===== config.mk =====
export PLATFORM = sky130hd
export DESIGN_NAME = audio_module_command_framer_unit
export DESIGN_NICKNAME = d
export VERILOG_FILES = /design/src/rtl/core/amcf_pkg.sv /design/src/rtl/core/audio_module_command_framer_unit.sv /design/src/rtl/core/amcf_front.sv /design/src/rtl/core/amcf_queue.sv /design/src/rtl/core/amcf_back.sv
export SDC_FILE = /design/constraint.sdc
export NUM_CORES = 1
export LEC_CHECK = 0
export ABC_CLOCK_PERIOD_IN_PS = 3850
export BUFFER_PORTS_ARGS = -buffer_cell sky130_fd_sc_hd__buf_2
export CAP_MARGIN = 0
export CORE_ASPECT_RATIO = 0.8
export CORE_UTILIZATION = 39
export DETAILED_ROUTE_END_ITERATION = 8
export PLACE_DENSITY_LB_ADDON = 0.05
export SLEW_MARGIN = 20
export SYNTH_ARGS = -nofsm -noshare
export SYNTH_HDL_FRONTEND = slang
export SYNTH_SLANG_ARGS = --single-unit

===== constraint.sdc =====
create_clock -name clk -period 3.85 [get_ports clk]
set_input_delay 0.385 -clock clk [delete_from_list [all_inputs] [get_ports clk]]
set_output_delay 0.385 -clock clk [all_outputs]
set_load 0.01 [all_outputs]

===== src/rtl/core/amcf_pkg.sv =====
`timescale 1ns / 1ps

package amcf_pkg;

    // Player configuration
    localparam int unsigned TRACK_COUNT = 8;
    localparam int unsigned QDEPTH      = 2;
    localparam int unsigned QPTR_W      = (QDEPTH > 1) ? $clog2(QDEPTH) : 1;
    localparam int unsigned QCNT_W      = $clog2(QDEPTH + 1);

    // Request codes
    localparam logic [2:0] REQ_INIT     = 3'd0;
    localparam logic [2:0] REQ_PLAY     = 3'd1;
    localparam logic [2:0] REQ_STOP     = 3'd2;
    localparam logic [2:0] REQ_SET_VOL  = 3'd3;
    localparam logic [2:0] REQ_VOL_UP   = 3'd4;
    localparam logic [2:0] REQ_VOL_DOWN = 3'd5;
    localparam logic [2:0] REQ_NEXT     = 3'd6;
    localparam logic [2:0] REQ_PREV     = 3'd7;

    // Command codes
    localparam logic [7:0] CMD_PLAY   = 8'h03;
    localparam logic [7:0] CMD_VOLUME = 8'h06;
    localparam logic [7:0] CMD_STOP   = 8'h16;
    localparam logic [7:0] CMD_RESET  = 8'h3F;

    // Fixed frame bytes
    localparam logic [7:0]  BYTE_START   = 8'h7E;
    localparam logic [7:0]  BYTE_VERSION = 8'hFF;
    localparam logic [7:0]  BYTE_LENGTH  = 8'h06;
    localparam logic [7:0]  BYTE_FEEDBK  = 8'h00;
    localparam logic [7:0]  BYTE_P1      = 8'h00;
    localparam logic [7:0]  BYTE_END     = 8'hEF;
    localparam logic [15:0] SUM_FIXED    = 16'(BYTE_VERSION) + 16'(BYTE_LENGTH)
                                         + 16'(BYTE_FEEDBK) + 16'(BYTE_P1);

    // Byte positions within a frame
    localparam logic [3:0] POS_START   = 4'd0;
    localparam logic [3:0] POS_VERSION = 4'd1;
    localparam logic [3:0] POS_LENGTH  = 4'd2;
    localparam logic [3:0] POS_CMD     = 4'd3;
    localparam logic [3:0] POS_FEEDBK  = 4'd4;
    localparam logic [3:0] POS_P1      = 4'd5;
    localparam logic [3:0] POS_P2      = 4'd6;
    localparam logic [3:0] POS_CHK_HI  = 4'd7;
    localparam logic [3:0] POS_CHK_LO  = 4'd8;
    localparam logic [3:0] POS_END     = 4'd9;

    // Volume limits
    localparam logic [4:0] VOL_MAX  = 5'd30;
    localparam logic [4:0] VOL_STEP = 5'd5;
    localparam logic [4:0] VOL_INIT = 5'd15;

    // One queued request: first frame command and p2, follow-up flag, track and volume
    typedef struct packed {
        logic       dbl;
        logic [7:0] cmd;
        logic [7:0] p2;
        logic [3:0] track;
        logic [4:0] volume;
    } desc_t;

endpackage


===== src/rtl/core/audio_module_command_framer_unit.sv =====
`timescale 1ns / 1ps

// Audio module command framer.
// Input channel (in_valid / in_stall): one player request per transaction,
// fields req_type, track_number, volume_level. The request updates the
// track, volume and stop state at once and is queued for framing.
// Output channel (out_valid / out_stall): one frame byte per transaction,
// 7E FF 06 cmd 00 p1 p2 chkH chkL EF, with frame_end on the EF byte, last
// on the final byte of the request, and the track and volume after it.
// Init gives two frames (20 bytes); most requests give one (10 bytes);
// an out-of-range play while not stopped and previous from track 0 give none.
// The request passes through the queue and the output register before its
// first byte appears. The single-byte serializer gives one byte per cycle
// while the output is not stalled; a two-entry request queue lets the input
// take new requests while bytes go out.
// in_stall rises only when the queue is full. A stalled output holds its
// byte and the serializer waits. Reset clears state, queue and out_valid.
module audio_module_command_framer_unit import amcf_pkg::*;
(
    input  logic       clk,
    input  logic       rst_n,
    input  logic       in_valid,
    output logic       in_stall,
    input  logic [2:0] req_type,
    input  logic [7:0] track_number,
    input  logic [7:0] volume_level,
    output logic       out_valid,
    input  logic       out_stall,
    output logic [7:0] tx_byte,
    output logic       frame_end,
    output logic       last,
    output logic [3:0] track_now,
    output logic [4:0] volume_now
);

    logic  push;
    desc_t push_desc;
    logic  pop;
    desc_t head;
    logic  empty;
    logic  full;

    amcf_front u_front
    (
        .clk          (clk),
        .rst_n        (rst_n),
        .in_valid     (in_valid),
        .in_stall     (in_stall),
        .req_type     (req_type),
        .track_number (track_number),
        .volume_level (volume_level),
        .q_full       (full),
        .push         (push),
        .push_desc    (push_desc)
    );

    amcf_queue u_queue
    (
        .clk       (clk),
        .rst_n     (rst_n),
        .push      (push),
        .push_desc (push_desc),
        .pop       (pop),
        .head      (head),
        .empty     (empty),
        .full      (full)
    );

    amcf_back u_back
    (
        .clk        (clk),
        .rst_n      (rst_n),
        .head       (head),
        .empty      (empty),
        .pop        (pop),
        .out_valid  (out_valid),
        .out_stall  (out_stall),
        .tx_byte    (tx_byte),
        .frame_end  (frame_end),
        .last       (last),
        .track_now  (track_now),
        .volume_now (volume_now)
    );

endmodule


===== src/rtl/core/amcf_front.sv =====
`timescale 1ns / 1ps

module amcf_front import amcf_pkg::*;
(
    input  logic       clk,
    input  logic       rst_n,
    input  logic       in_valid,
    output logic       in_stall,
    input  logic [2:0] req_type,
    input  logic [7:0] track_number,
    input  logic [7:0] volume_level,
    input  logic       q_full,
    output logic       push,
    output desc_t      push_desc
);

    logic [3:0] track_reg, track_next;
    logic [4:0] volume_reg, volume_next;
    logic       stopped_reg, stopped_next;
    logic [3:0] resume_reg, resume_next;

    logic       accept;
    logic       emit;
    logic       play_call;
    logic [7:0] play_trk;
    logic [5:0] vol_up_sum;

    assign in_stall   = q_full;
    assign accept     = in_valid && !q_full;
    assign vol_up_sum = {1'b0, volume_reg} + {1'b0, VOL_STEP};

    // Classify request and work out the new player state
    always_comb
    begin
        track_next   = track_reg;
        volume_next  = volume_reg;
        stopped_next = stopped_reg;
        resume_next  = resume_reg;
        emit         = 1'b0;
        play_call    = 1'b0;
        play_trk     = track_number;
        push_desc    = '0;

        case (req_type)
            REQ_INIT:
            begin
                volume_next   = VOL_INIT;
                emit          = 1'b1;
                push_desc.dbl = 1'b1;
                push_desc.cmd = CMD_RESET;
                push_desc.p2  = 8'h00;
            end
            REQ_PLAY:
            begin
                play_call = 1'b1;
                play_trk  = track_number;
            end
            REQ_STOP:
            begin
                resume_next   = track_reg;
                stopped_next  = 1'b1;
                emit          = 1'b1;
                push_desc.cmd = CMD_STOP;
                push_desc.p2  = 8'h00;
            end
            REQ_SET_VOL:
            begin
                volume_next   = (volume_level > {3'b000, VOL_MAX}) ? VOL_MAX
                                                                   : volume_level[4:0];
                emit          = 1'b1;
                push_desc.cmd = CMD_VOLUME;
            end
            REQ_VOL_UP:
            begin
                volume_next   = (vol_up_sum > {1'b0, VOL_MAX}) ? VOL_MAX : vol_up_sum[4:0];
                emit          = 1'b1;
                push_desc.cmd = CMD_VOLUME;
            end
            REQ_VOL_DOWN:
            begin
                volume_next   = (volume_reg >= VOL_STEP) ? (volume_reg - VOL_STEP) : 5'd0;
                emit          = 1'b1;
                push_desc.cmd = CMD_VOLUME;
            end
            REQ_NEXT:
            begin
                if (track_reg < 4'(TRACK_COUNT))
                begin
                    play_call = 1'b1;
                    play_trk  = {4'd0, 4'(track_reg + 4'd1)};
                end
                else if (track_reg == 4'(TRACK_COUNT))
                begin
                    play_call = 1'b1;
                    play_trk  = 8'd1;
                end
            end
            REQ_PREV:
            begin
                if (track_reg > 4'd1)
                begin
                    play_call = 1'b1;
                    play_trk  = {4'd0, 4'(track_reg - 4'd1)};
                end
                else if (track_reg == 4'd1)
                begin
                    play_call = 1'b1;
                    play_trk  = 8'(TRACK_COUNT);
                end
            end
            default:
            begin
                emit = 1'b0;
            end
        endcase

        // Play: resume when stopped, otherwise only an in-range track
        if (play_call)
        begin
            push_desc.cmd = CMD_PLAY;
            if (stopped_reg)
            begin
                track_next   = resume_reg;
                stopped_next = 1'b0;
                emit         = 1'b1;
            end
            else if (play_trk >= 8'd1 && play_trk <= 8'(TRACK_COUNT))
            begin
                track_next = play_trk[3:0];
                emit       = 1'b1;
            end
        end

        if (req_type == REQ_PLAY || req_type == REQ_NEXT || req_type == REQ_PREV)
            push_desc.p2 = {4'd0, track_next};
        else if (req_type == REQ_SET_VOL || req_type == REQ_VOL_UP
                 || req_type == REQ_VOL_DOWN)
            push_desc.p2 = {3'd0, volume_next};

        push_desc.track  = track_next;
        push_desc.volume = volume_next;
    end

    assign push = accept && emit;

    // Player state
    always_ff @(posedge clk or negedge rst_n)
    begin
        if (!rst_n)
        begin
            track_reg   <= '0;
            volume_reg  <= '0;
            stopped_reg <= 1'b0;
            resume_reg  <= '0;
        end
        else if (accept)
        begin
            track_reg   <= track_next;
            volume_reg  <= volume_next;
            stopped_reg <= stopped_next;
            resume_reg  <= resume_next;
        end
    end

endmodule


===== src/rtl/core/amcf_queue.sv =====
`timescale 1ns / 1ps

module amcf_queue import amcf_pkg::*;
(
    input  logic  clk,
    input  logic  rst_n,
    input  logic  push,
    input  desc_t push_desc,
    input  logic  pop,
    output desc_t head,
    output logic  empty,
    output logic  full
);

    desc_t              mem_reg [QDEPTH];
    logic [QPTR_W-1:0]  wr_ptr_reg, wr_ptr_next;
    logic [QPTR_W-1:0]  rd_ptr_reg, rd_ptr_next;
    logic [QCNT_W-1:0]  count_reg, count_next;
    logic               do_push;
    logic               do_pop;

    assign empty   = (count_reg == '0);
    assign full    = (count_reg == QCNT_W'(QDEPTH));
    assign do_push = push && !full;
    assign do_pop  = pop && !empty;
    assign head    = mem_reg[rd_ptr_reg];

    // Pointer and fill count update
    always_comb
    begin
        wr_ptr_next = wr_ptr_reg;
        rd_ptr_next = rd_ptr_reg;
        count_next  = count_reg;
        if (do_push)
            wr_ptr_next = (wr_ptr_reg == QPTR_W'(QDEPTH - 1)) ? '0 : wr_ptr_reg + 1'b1;
        if (do_pop)
            rd_ptr_next = (rd_ptr_reg == QPTR_W'(QDEPTH - 1)) ? '0 : rd_ptr_reg + 1'b1;
        if (do_push && !do_pop)
            count_next = count_reg + 1'b1;
        else if (do_pop && !do_push)
            count_next = count_reg - 1'b1;
    end

    always_ff @(posedge clk or negedge rst_n)
    begin
        if (!rst_n)
        begin
            wr_ptr_reg <= '0;
            rd_ptr_reg <= '0;
            count_reg  <= '0;
        end
        else
        begin
            wr_ptr_reg <= wr_ptr_next;
            rd_ptr_reg <= rd_ptr_next;
            count_reg  <= count_next;
        end
    end

    // Entry storage
    always_ff @(posedge clk)
    begin
        if (do_push)
            mem_reg[wr_ptr_reg] <= push_desc;
    end

    a_count_bound: assert property (@(posedge clk) disable iff (!rst_n)
        count_reg <= QCNT_W'(QDEPTH))
        else $error("queue count beyond depth");

    a_no_push_full: assert property (@(posedge clk) disable iff (!rst_n)
        full && !pop |=> count_reg == QCNT_W'(QDEPTH))
        else $error("queue lost entries while full");

endmodule


===== src/rtl/core/amcf_back.sv =====
`timescale 1ns / 1ps

module amcf_back import amcf_pkg::*;
(
    input  logic       clk,
    input  logic       rst_n,
    input  desc_t      head,
    input  logic       empty,
    output logic       pop,
    output logic       out_valid,
    input  logic       out_stall,
    output logic [7:0] tx_byte,
    output logic       frame_end,
    output logic       last,
    output logic [3:0] track_now,
    output logic [4:0] volume_now
);

    logic [3:0]  idx_reg, idx_next;
    logic        second_reg, second_next;
    logic        valid_reg, valid_next;
    logic [7:0]  byte_reg;
    logic        fend_reg;
    logic        last_reg;
    logic [3:0]  track_reg;
    logic [4:0]  volume_reg;

    logic        advance;
    logic [7:0]  cur_cmd;
    logic [7:0]  cur_p2;
    logic [15:0] sum;
    logic [15:0] chk;
    logic [7:0]  cur_byte;
    logic        at_end;
    logic        is_last;

    assign advance = !empty && (!valid_reg || !out_stall);

    // Current frame contents and checksum
    assign cur_cmd = second_reg ? CMD_VOLUME : head.cmd;
    assign cur_p2  = second_reg ? {3'd0, VOL_INIT} : head.p2;
    assign sum     = SUM_FIXED + {8'd0, cur_cmd} + {8'd0, cur_p2};
    assign chk     = (~sum) + 16'd1;
    assign at_end  = (idx_reg == POS_END);
    assign is_last = at_end && (second_reg || !head.dbl);
    assign pop     = advance && is_last;

    // Byte select
    always_comb
    begin
        case (idx_reg)
            POS_START:   cur_byte = BYTE_START;
            POS_VERSION: cur_byte = BYTE_VERSION;
            POS_LENGTH:  cur_byte = BYTE_LENGTH;
            POS_CMD:     cur_byte = cur_cmd;
            POS_FEEDBK:  cur_byte = BYTE_FEEDBK;
            POS_P1:      cur_byte = BYTE_P1;
            POS_P2:      cur_byte = cur_p2;
            POS_CHK_HI:  cur_byte = chk[15:8];
            POS_CHK_LO:  cur_byte = chk[7:0];
            POS_END:     cur_byte = BYTE_END;
            default:     cur_byte = BYTE_END;
        endcase
    end

    // Sequencer
    always_comb
    begin
        idx_next    = idx_reg;
        second_next = second_reg;
        valid_next  = valid_reg && out_stall;
        if (advance)
        begin
            valid_next = 1'b1;
            if (at_end)
            begin
                idx_next    = POS_START;
                second_next = !is_last;
            end
            else
            begin
                idx_next = idx_reg + 4'd1;
            end
        end
    end

    always_ff @(posedge clk or negedge rst_n)
    begin
        if (!rst_n)
        begin
            idx_reg    <= POS_START;
            second_reg <= 1'b0;
            valid_reg  <= 1'b0;
        end
        else
        begin
            idx_reg    <= idx_next;
            second_reg <= second_next;
            valid_reg  <= valid_next;
        end
    end

    // Output register
    always_ff @(posedge clk)
    begin
        if (advance)
        begin
            byte_reg   <= cur_byte;
            fend_reg   <= at_end;
            last_reg   <= is_last;
            track_reg  <= head.track;
            volume_reg <= head.volume;
        end
    end

    assign out_valid  = valid_reg;
    assign tx_byte    = byte_reg;
    assign frame_end  = fend_reg;
    assign last       = last_reg;
    assign track_now  = track_reg;
    assign volume_now = volume_reg;

    a_last_ends_frame: assert property (@(posedge clk) disable iff (!rst_n)
        valid_reg && last_reg |-> fend_reg)
        else $error("request ended mid frame");

    a_end_byte: assert property (@(posedge clk) disable iff (!rst_n)
        valid_reg && fend_reg |-> byte_reg == BYTE_END)
        else $error("frame end without end byte");

    a_idx_range: assert property (@(posedge clk) disable iff (!rst_n)
        idx_reg <= POS_END)
        else $error("byte index out of range");

    a_second_wait: assert property (@(posedge clk) disable iff (!rst_n)
        second_reg |-> !empty && head.dbl)
        else $error("follow-up frame without a double request");

endmodule


Word-level counts from Yosys, hierarchy flattened --
Memory sizes are Yosys's and may differ from the RTL's. Index checks and enable logic that the tools add are counted.
Operators by class: shift-type cells 0, $lt $le $gt $ge 7, $mul 0, reductions and logical operators 34, $add $sub $neg 12, eq/ne operators 19, mux-type cells 40, div/mod/pow operators 0, bitwise gates (word level) 1
Operators with widths (number):
- $pmux W8 S8 | 1
- $mux W8 | 7
- $mux W5 | 4
- $pmux W5 S4 | 1
- $pmux W6 S3 | 1
- $mux W1 | 17
- $add A16 B1 Y16 const B | 1
- $add A16 B8 Y16 | 1
- $eq A4 B3 Y1 const B | 4
- $mux W4 | 4
- $not A16 Y16 | 1
- $pmux W8 S2 | 1
- $eq A3 B3 Y1 const B | 4
- $eq A4 B4 Y1 const B | 3
- $logic_and A1 B1 Y1 | 11
- $add A9 B8 Y10 const A | 1
- $add A4 B1 Y4 const B | 2
- $eq A4 B1 Y1 const B | 2
- $eq A4 B2 Y1 const B | 2
- $ge A8 B1 Y1 const B | 1
- $gt A8 B5 Y1 const B | 1
- $le A8 B4 Y1 const B | 1
- $logic_not A1 Y1 | 8
- $add A5 B3 Y6 const B | 1
- 24 further kinds | 33
Word-level totals: RAM bits 48, input bits 23, bits in latches 0, memories kept 1, logic and storage cells 129, bits in read-only memories 0, register bits after elaboration 43
Memory list:
- u_queue.mem_reg | depth 2, bits a word 24, rd ports 1, clocked after Yosys merged registers in 0, write ports 1, line amcf_queue.sv:15 | desc_t mem_reg [QDEPTH];

Longest topological paths before layout --
Gate-level depths: netlist of run 1.
depth in word-level cells 15, depth in mapped cells 15, depth with buffers taken out 14

By module --
From an unflattened synthesis of run 1, not the netlist that was laid out.
Unflattened totals: cell total of the unflattened synthesis 567, area, all modules 6057.1 um^2
Modules (own cells, without submodules):
- amcf_queue | area an instance 2173.3 um^2, seq. area each 1661.6 um^2, cells each 100, instances 1
- amcf_back | area an instance 1955.6 um^2, seq. area each 720.7 um^2, cells each 205, instances 1
- amcf_front | area an instance 1928.1 um^2, seq. area each 350.3 um^2, cells each 262, instances 1

Least setup slack after synthesis of run 1 --
No wires, ideal clock.
kind reg-to-reg, from register u_front.track_reg[0], to memory u_queue.mem_reg[0][0] (netlist name) (enable), setup time 0.399 ns, path slack 0.228 ns, cell stages (with the launch flop) 11, arrival 3.223 ns, required time 3.451 ns, period minus slack after synthesis 3.622 ns, path buffers 0, path through dfrtp_1 > inv_1 > ha_1 > nor4b_4 > a221o_1 > a221oi_2 > and3_4 > a211o_2 > nand3_1 > a31oi_4 > nor2b_1
On the way: longest elaborated chain between the ends 13
RTL lines:
- from (decl) | line amcf_front.sv:17 | logic [3:0] track_reg, track_next;
- from (signal assigned) | line amcf_front.sv:158 | track_reg <= track_next;
- parallel branches: the longest is 8 deep, another holds $ge A8 B1 Y1
- $mux W1 (*) | line amcf_front.sv:118 | if (play_call)
- $logic_and A1 B1 Y1 (*) | line amcf_front.sv:144 | assign push = accept && emit;
- $logic_and A1 B1 Y1 (*) | line amcf_queue.sv:24 | assign do_push = push && !full;
- named net u_queue.do_push | line amcf_queue.sv:19 | logic do_push;
- $mux W1 (*) | line amcf_queue.sv:63 | if (do_push)
- $mux W1 (not written as such) (*) | line amcf_queue.sv:64 | mem_reg[wr_ptr_reg] <= push_desc;
- to (decl) | line amcf_queue.sv:15
Mark *: on every way through the listed nets, which the timed path passes.

Worst setup path in the final report of run 1 --
from register u_queue.rd_ptr_reg, to register u_back.byte_reg[7], in the netlist u_back.tx_byte[7] (data pin)
On the way: longest elaborated chain between the ends 7
RTL lines:
- from (decl) | line amcf_queue.sv:17 | logic [QPTR_W-1:0] rd_ptr_reg, rd_ptr_next;
- from (signal assigned) | line amcf_queue.sv:55 | rd_ptr_reg <= rd_ptr_next;
- $mem_v2 Z2 W24 (*)
- $mux W8 | line amcf_back.sv:40 | assign cur_cmd = second_reg ? CMD_VOLUME : head.cmd;
- $add A9 B8 Y10 | line amcf_back.sv:42 | assign sum = SUM_FIXED + {8'd0, cur_cmd} + {8'd0, cur_p2};
- $add A16 B8 Y16 | line amcf_back.sv:42
- $not A16 Y16 | line amcf_back.sv:43 | assign chk = (~sum) + 16'd1;
- $add A16 B1 Y16 | line amcf_back.sv:43
- $pmux W8 S8 (*) | line amcf_back.sv:51 | case (idx_reg)
- named net u_back.cur_byte[7] | line amcf_back.sv:33 | logic [7:0] cur_byte;
- to (signal assigned) | line amcf_back.sv:108 | byte_reg <= cur_byte;
- to (decl) | line amcf_back.sv:22 | logic [7:0] byte_reg;
Mark *: on every way through the listed nets, which the timed path passes. The rest lies on a longest branch. A chain may end at the register's enable or synchronous reset.

==> summary.md, run 1 <==
| Metric | Value |
|---|---|
| FF+latch count, synth | 83 |
| Netlist Area Pre-Place | 4950 um2 |
| Final setup vio count | 0 |
| Remaining Overflow, GRT | 0 |
| PnR worst setup slack | 361 ps |
| CTS tree | built |
| Skew-Pair Late Insertion Delay | 330 ps |
| First-pass GRT wire length | 18.2 mm |
| Setup_tns | 0 ps |
| Final Cycle Share | 90.6% |
| I/O pins | 44 |
| Number of global-route vias before repair | 3,363 |
| Async SR Flop Fraction | 28.9% |
| Largest net degree at the start of global routing | 27 |
| Fmax achieved | 0.287 GHz |
| # resized after CTS | 0 |
| Port-buffer cells | 43 |
| Placed Instances | 659 |
| Area delta synth->final | 12.7% |
| RSZ-0062 raised after global routing | false |
| Clock Tree Buf Depth | 2 |
| CTS H-tree depth | 3 |
| Syn_nets | 501 |
| Site Rows | 36 |
| Slew Limit Fails | 0 |
| DRC viols | 0 |
| Area of the multi-input gates | 2340 um2 |
| Synth Flop Type | edfxtp_1 |
| Final std cells w/o fill | 675 |
| GRT Total Usage | 18.2% |
| Synth area leaders | edfxtp_1 36%, dfrtp_1 12%, ha_1 4.3% |
| Leak | 2.18 nW |
| Clock-pin slew on the worst setup and hold paths | 60 ps |
| Total CTS buffers | 9 |
| Max VDD drop | 0.318 mV |
| Reg2Reg Depth | 12 |
| Reg2reg setup slack | 360 ps |
| Headroom to the max-slew limit | 55.7% |
| Syn avg cell area | 10.8 um2 |
| Antenna Cells | 0 |
| Synth area leader | edfxtp_1 |
| Postcts setup bufs | 0 |
| Setup crit start kind | register |
| RR Startpoint | u_queue.rd_ptr_reg |
| Initial DRC count | 273 |
| DIE HEIGHT | 103 um |
| Distinct cells, synth | 75 |
| Clk root buf | clkbuf_16 |
| Initial cell density of the core | 40.3% |
| Initial antenna violation count | 0 |
| Layout cell share with drive strength beyond 1 | 21.2% |
| CP arrival | 3560 ps |
| CP Class | reg -> reg |
| Drt wl/cell | 16.3 um |
| Highest fanout seen on the critical path | 19 |
| Crit. End Element | register |
| Final Hold Viols | 0 |
| R2r endpoint | u_back.tx_byte[7] |
| Final wirelength | 11.0 mm |
| Post-synth top area share | 35.8% |
| Max cap viols | 0 |
| Area of the die | 13,200 um2 |
| First-pass DRT Iterations | 4 |
| CP required | 3920 ps |
| Clk_skew | 5.60 ps |
| Pwr per Cell Area | 857 nW/um2 |
| Worst slew pin tran | 660 ps |
| RD Place Congestion | 0.853 |
| Fillers | 1,206 |
| Post-synth EDFFs | 59 |
| Dpl ws | 350 ps |
| Outcome | complete, no violations |
| Final Power | 0.00478 W |
| Core Region | 12,300 um2 |
| Register area | 2370 um2 |
| Nets | 540 |
| Final worst path period need | 3490 ps |
| CTS Hold Buffers Added | 0 |
| Yosys warnings | 0 |
| Final core occ | 45.4% |
| Cells after Synth | 460 |
| Via count | 3,628 |
| Post-DR vias/cell | 5.37 |
| HP Class | in -> async |
| Routed Antenna Nets | 0 |
| Sequential area share after synthesis | 47.9% |
| Estimated wirelength of the detail-placed design | 8.11 mm |
| # clock sinks | 83 |
| Max reg flops | 40 |
| DIE WIDTH | 128 um |
[report_power, final]
| group | internal, W | switching (W) |
|---|---|---|
| Combinational | 0.000999 | 0.00131 |
| Clock | 0.000508 | 0.000356 |
| Sequential | 0.00133 | 0.000278 |
| Total | 0.00283 | 0.00195 |
[cell families after synthesis]
kind of cell             after synthesis  share of synthesized area [%]
AND/OR/NAND/NOR                      145                           16.2
buffers and inverters                 43                           4.88
multiplexers                          22                           4.85
adder cells (fa/ha/maj)               18                           4.70
AO/OA/AOI/OAI                        126                           17.4
flip-flops                            83                           47.9
XOR/XNOR                              23                           4.07
[worst max-delay path: stages (launching register included)]
cell	delay [ps]
dfrtp_1	420
buf_4	230
a211o_1	320
ha_1	350
fa_1	450
a21o_1	180
a21oi_1	220
nor2b_1	80
o221ai_1	210
xor2_1	150
nor4_1	360
xor2_1	190
o21ai_1	80
[worst max path at each step]
stage                               startpoint                    end  slack (ps)  depth (start not counted)
final                       u_queue.rd_ptr_reg      u_back.tx_byte[7]         360                         12
after global routing      u_front.track_reg[1]  u_queue.mem_reg[0][4]         130                         11
after CTS                   u_queue.rd_ptr_reg      u_back.tx_byte[7]         370                         12
after detailed placement           req_type[2]  u_queue.mem_reg[0][0]         350                         11
after global placement             req_type[2]  u_queue.mem_reg[0][0]         370                         11
after floorplan           u_front.track_reg[0]  u_queue.mem_reg[0][0]         230                         10
[synth_stat cells, drive strengths merged (2+ instances only)]
library cell	number
a211o	7
a21boi	4
a21o	5
a21oi	28
a221o	2
a221oi	4
a22oi	2
a31oi	5
a32oi	3
a41oi	2
and2	7
and3	4
and3b	2
buf	6
clkbuf	15
dfrtp	24
edfxtp	59
ha	17
inv	20
mux2	16
mux2i	6
nand2	39
nand2b	5
nand3	9
nand3b	2
nor2	26
nor2b	16
nor3	8
nor3b	4
nor4	3
nor4b	2
o211ai	2
o21ai	36
o21bai	3
o221ai	3
o22a	4
o311ai	3
o31a	2
o31ai	3
or2	8
or3	4
xnor2	13
xor2	10
[placed cells by master (no fill, tap or decap), drive strengths merged, types with 3 or more instances in the layout]
cell    instances
nor2           26
or2             8
dfrtp          24
nor3b           4
xnor2          13
nand2b          5
a221oi          4
and2            7
xor2           10
nor4            3
a31oi           5
nand3           9
and3            4
a21oi          28
buf            51
a21o            5
mux2           16
mux2i           6
o311ai          3
nor3            8
o22a            4
clkbuf          9
clkinv          3
a32oi           3
a211o           7
ha             17
o31ai           3
o21ai          36
a21boi          4
edfxtp         59
or3             4
inv            22
nor2b          16
o221ai          3
o21bai          3
nand2          39
[routing by layer]
layer,vias up,wire length [um],part of all wire (%),global-route usage [%]
met4,0,130,1.2,4.89
met1,1738,5670,51,27.1
met3,13,434,3.9,3.43
met2,90,4800,43,27.0
met5,-,0,0,0
li1,1787,-,-,-
[final cells by class]
type,count,share of cell area [%]
sequential,83,42.5
multi-input combinational,334,42.0
timing repair buffer,51,4.93
tap,171,3.83
clock buffer,9,4.04
inverter,20,1.35
clock inverter,7,1.37
[through the flow]
stage               area (um2)  hold slack [ps]
finish                    5580             81.3
global route              5580              112
CTS                       5580             96.9
detailed placement        5280              454
global placement          5280              451
floorplan                 4950             89.4
No activity file was read; power rests on OpenSTA's default activity.
==> run 2: changes to the inputs <==
--- a/config.mk
+++ b/config.mk
@@ -15,4 +15,5 @@
 export SLEW_MARGIN = 20
 export SYNTH_ARGS = -nofsm -noshare
 export SYNTH_HDL_FRONTEND = slang
+export SYNTH_HIERARCHICAL = 1
 export SYNTH_SLANG_ARGS = --single-unit
==> run 2 against run 1 <==
Effect of this change:
- die area increased by 22%
- flip-flop and latch count grew 12
- sequential power increased by 16%
- critical path type unchanged
- clock power is 3.5% lower
==> summary.md, run 2 <==
| Metric | Value |
|---|---|
| RD Place Congestion | 0.908 (+6.4%) |
| Clk_skew | 7.14 ps (+1.54 ps) |
| Outcome | complete, no violations |
| Post-synth top area share | 35.2% (-0.58 points) |
| Pwr per Cell Area | 910 nW/um2 (+6.2%) |
| CP required | 3910 ps (about the same) |
| Clock Tree Buf Depth | 2 (unchanged) |
| Final Hold Viols | 0 (unchanged) |
| Highest fanout seen on the critical path | 4 (-15) |
| RSZ-0062 raised after global routing | false |
| Area of placed instances | 6560 um2 (+24%) |
| CTS Hold Buffers Added | 0 (unchanged) |
| First-pass GRT wire length | 23.7 mm (+30%) |
| Via count | 4,525 (+25%) |
| First-pass DRT Iterations | 5 (+1) |
| Yosys warnings | 6 (+6) |
| Fmax achieved | 0.271 GHz (-5.3%) |
| CTS H-tree depth | 3 (unchanged) |
| Final worst path period need | 3690 ps (+197 ps) |
| Headroom to the max-slew limit | 55.9% (+0.20 points) |
| Distinct cells, synth | 90 (+20%) |
| Largest net degree at the start of global routing | 27 (unchanged) |
| Cells after Synth | 567 (+23%) |
| FF+latch count, synth | 95 (+14%) |
| Final Cycle Share | 95.7% (+5.1 points) |
| Synth Flop Type | edfxtp_1 |
| Most frequent cells in the layout | 71 x edfxtp_1, 45 x nor2_1, 43 x buf_2 |
| DIE HEIGHT | 113 um (+10%) |
| DIE WIDTH | 141 um (+10%) |
| Synth area leaders | edfxtp_1 35%, dfrtp_1 9.9%, ha_1 5.0% |
| Final instance area | 6840 um2 (+23%) |
| Remaining Overflow, GRT | 0 (unchanged) |
| CTS tree | built |
| Initial DRC count | 369 (+35%) |
| Clk root buf | clkbuf_16 |
| Site Rows | 40 (+11%) |
| Reg2Reg Depth | 11 (-1) |
| Final core occ | 45.3% (-0.11 points) |
| Syn avg cell area | 10.7 um2 (-0.77%) |
| Skew-Pair Late Insertion Delay | 340 ps (about the same) |
| Routed Antenna Nets | 0 (unchanged) |
| Synth area leader | edfxtp_1 |
| Setup crit start kind | register |
| Final setup vio count | 0 (unchanged) |
| HP Class | in -> async |
| Number of global-route vias before repair | 4,508 (+34%) |
| Worst slew pin tran | 653 ps (-6.86 ps) |
| Initial antenna violation count | 0 (unchanged) |
| Area of the die | 16,000 um2 (+22%) |
| Initial cell density of the core | 40.1% (-0.20 points) |
| # clock sinks | 95 (+14%) |
| Slew Limit Fails | 0 (unchanged) |
| Final wirelength | 14.2 mm (+29%) |
| Antenna Cells | 0 (unchanged) |
| Async SR Flop Fraction | 25.3% (-3.7 points) |
| DRC viols | 0 (unchanged) |
| Setup_tns | 0 ps (unchanged) |
| CP arrival | 3750 ps (+190 ps) |
| Estimated wirelength of the detail-placed design | 10.6 mm (+30%) |
| Area delta synth->final | 13.0% |
| Layout cell share with drive strength beyond 1 | 23.3% (+2.1 points) |
| Sequential area share after synthesis | 45.1% (-2.8 points) |
| Dpl ws | 135 ps (-214 ps) |
| Clock-pin slew on the worst setup and hold paths | 70 ps (about the same) |
| GRT Total Usage | 19.1% (+0.86 points) |
| PnR worst setup slack | 164 ps (-197 ps) |
| Post-synth EDFFs | 71 (+20%) |
| Max VDD drop | 0.565 mV (+78%) |
| Total CTS buffers | 9 (unchanged) |
| Drt wl/cell | 17.0 um (+4.3%) |
| Core Region | 15,100 um2 (+23%) |
| Crit. End Element | register |
| I/O pins | 44 (unchanged) |
| Post-DR vias/cell | 5.44 (+1.2%) |
| Cell with the most instances after synthesis | edfxtp_1 |
| Max reg flops | 52 (+30%) |
| CP Class | reg -> reg |
| Commonest non-fill, non-tap cell in the layout | edfxtp_1 |
| Leak | 2.69 nW (+23%) |
| Nets | 666 (+23%) |
| Post-synth top cells | 71 x edfxtp_1, 46 x nor2_1, 40 x nand2_1 |
| Max cap viols | 0 (unchanged) |
| Port-buffer cells | 43 (unchanged) |
| Netlist Area Pre-Place | 6060 um2 (+22%) |
## run 2: cell count changes after synthesis, sizes merged, moves of 6 or more
cell    before  now
ha          17   24
nand3        9   16
mux2        16   30
buf          6   16
inv         20   27
nor2        26   47
o211ai       2    8
edfxtp      59   71
## run 2: layout make-up
cell class                      count  area (um2)
Tap cell                          210         263
Fill cell                        1426        8270
Multi-Input combinational cell    416        3040
Sequential cell                    95        2730
Clock buffer                        9         225
Inverter                           28         105
Clock inverter                      7        52.6
Timing Repair Buffer               67         420
## run 2: cells by family (layout without fill, tap and decap cells)
kind of cell               count (synthesis)  count (layout)  share of synthesized area, %
AOI/OAI and AO/OA                        149             149                          17.9
xor gates and xnor gates                  19              19                          2.75
adders and majority gates                 26              26                          5.62
buffers and inverters                     60             111                          5.04
DFF                                       95              95                          45.1
muxes                                     31              31                          6.92
other                                      1               5                        0.0619
and+or+nand+nor                          186             186                          16.6
## run 2: path summary, 6_finish.rpt
check                           slack (ps)                   from               endpoint
max in group asynchronous             3330                  rst_n     u_queue/rd_ptr_reg
worst min-delay path                    60                  rst_n   u_front/track_reg[0]
worst max register to register         160     u_queue/rd_ptr_reg      u_back/tx_byte[4]
worst max-delay path                   160     u_queue/rd_ptr_reg      u_back/tx_byte[4]
min in group clk                       270              out_stall       u_back/out_valid
worst min register to register         500  u_front/resume_reg[2]  u_front/resume_reg[2]
## run 2: metal layers
metal | GRT usage, % | vias to the layer above | wire, um
li1 | - | 2210 | -
met1 | 29.0 | 2182 | 7380
met2 | 27.5 | 125 | 5890
met3 | 4.03 | 8 | 793
met4 | 4.49 | 0 | 117
met5 | 0 | - | 0
## run 2: metrics by stage
step,hold slack [ps],instances,total power (W)
global placement,440,816,0.00534
floorplan,89.4,571,0.00441
detailed placement,452,816,0.00536
CTS,76.9,832,0.00623
finish,57.0,832,0.00623
global route,101,832,0.00675
## run 2: power by group
group / leakage, nW / internal [W] / switching (W)
logic: 1.61 / 0.00155 / 0.00198
clock network: 0.134 / 0.000445 / 0.000389
registers: 0.946 / 0.00153 / 0.000323
total: 2.69 / 0.00353 / 0.00270
## run 2: critical path, stage by stage (launching register included)
cell	delay, ps
dfrtp_2	430
mux2_4	300
or2_2	290
ha_1	320
ha_1	250
fa_2	380
a21o_1	180
a221oi_2	280
o21bai_1	150
or3_1	360
o31ai_4	310
o221ai_2	150
## run 2: what timing repair did
item                                    in CTS  in global routing
endpoints found under the setup margin       0                  7
setup buffers                                0                  0
gates resized for setup                      0                  2
endpoints found under the hold margin        0                  0
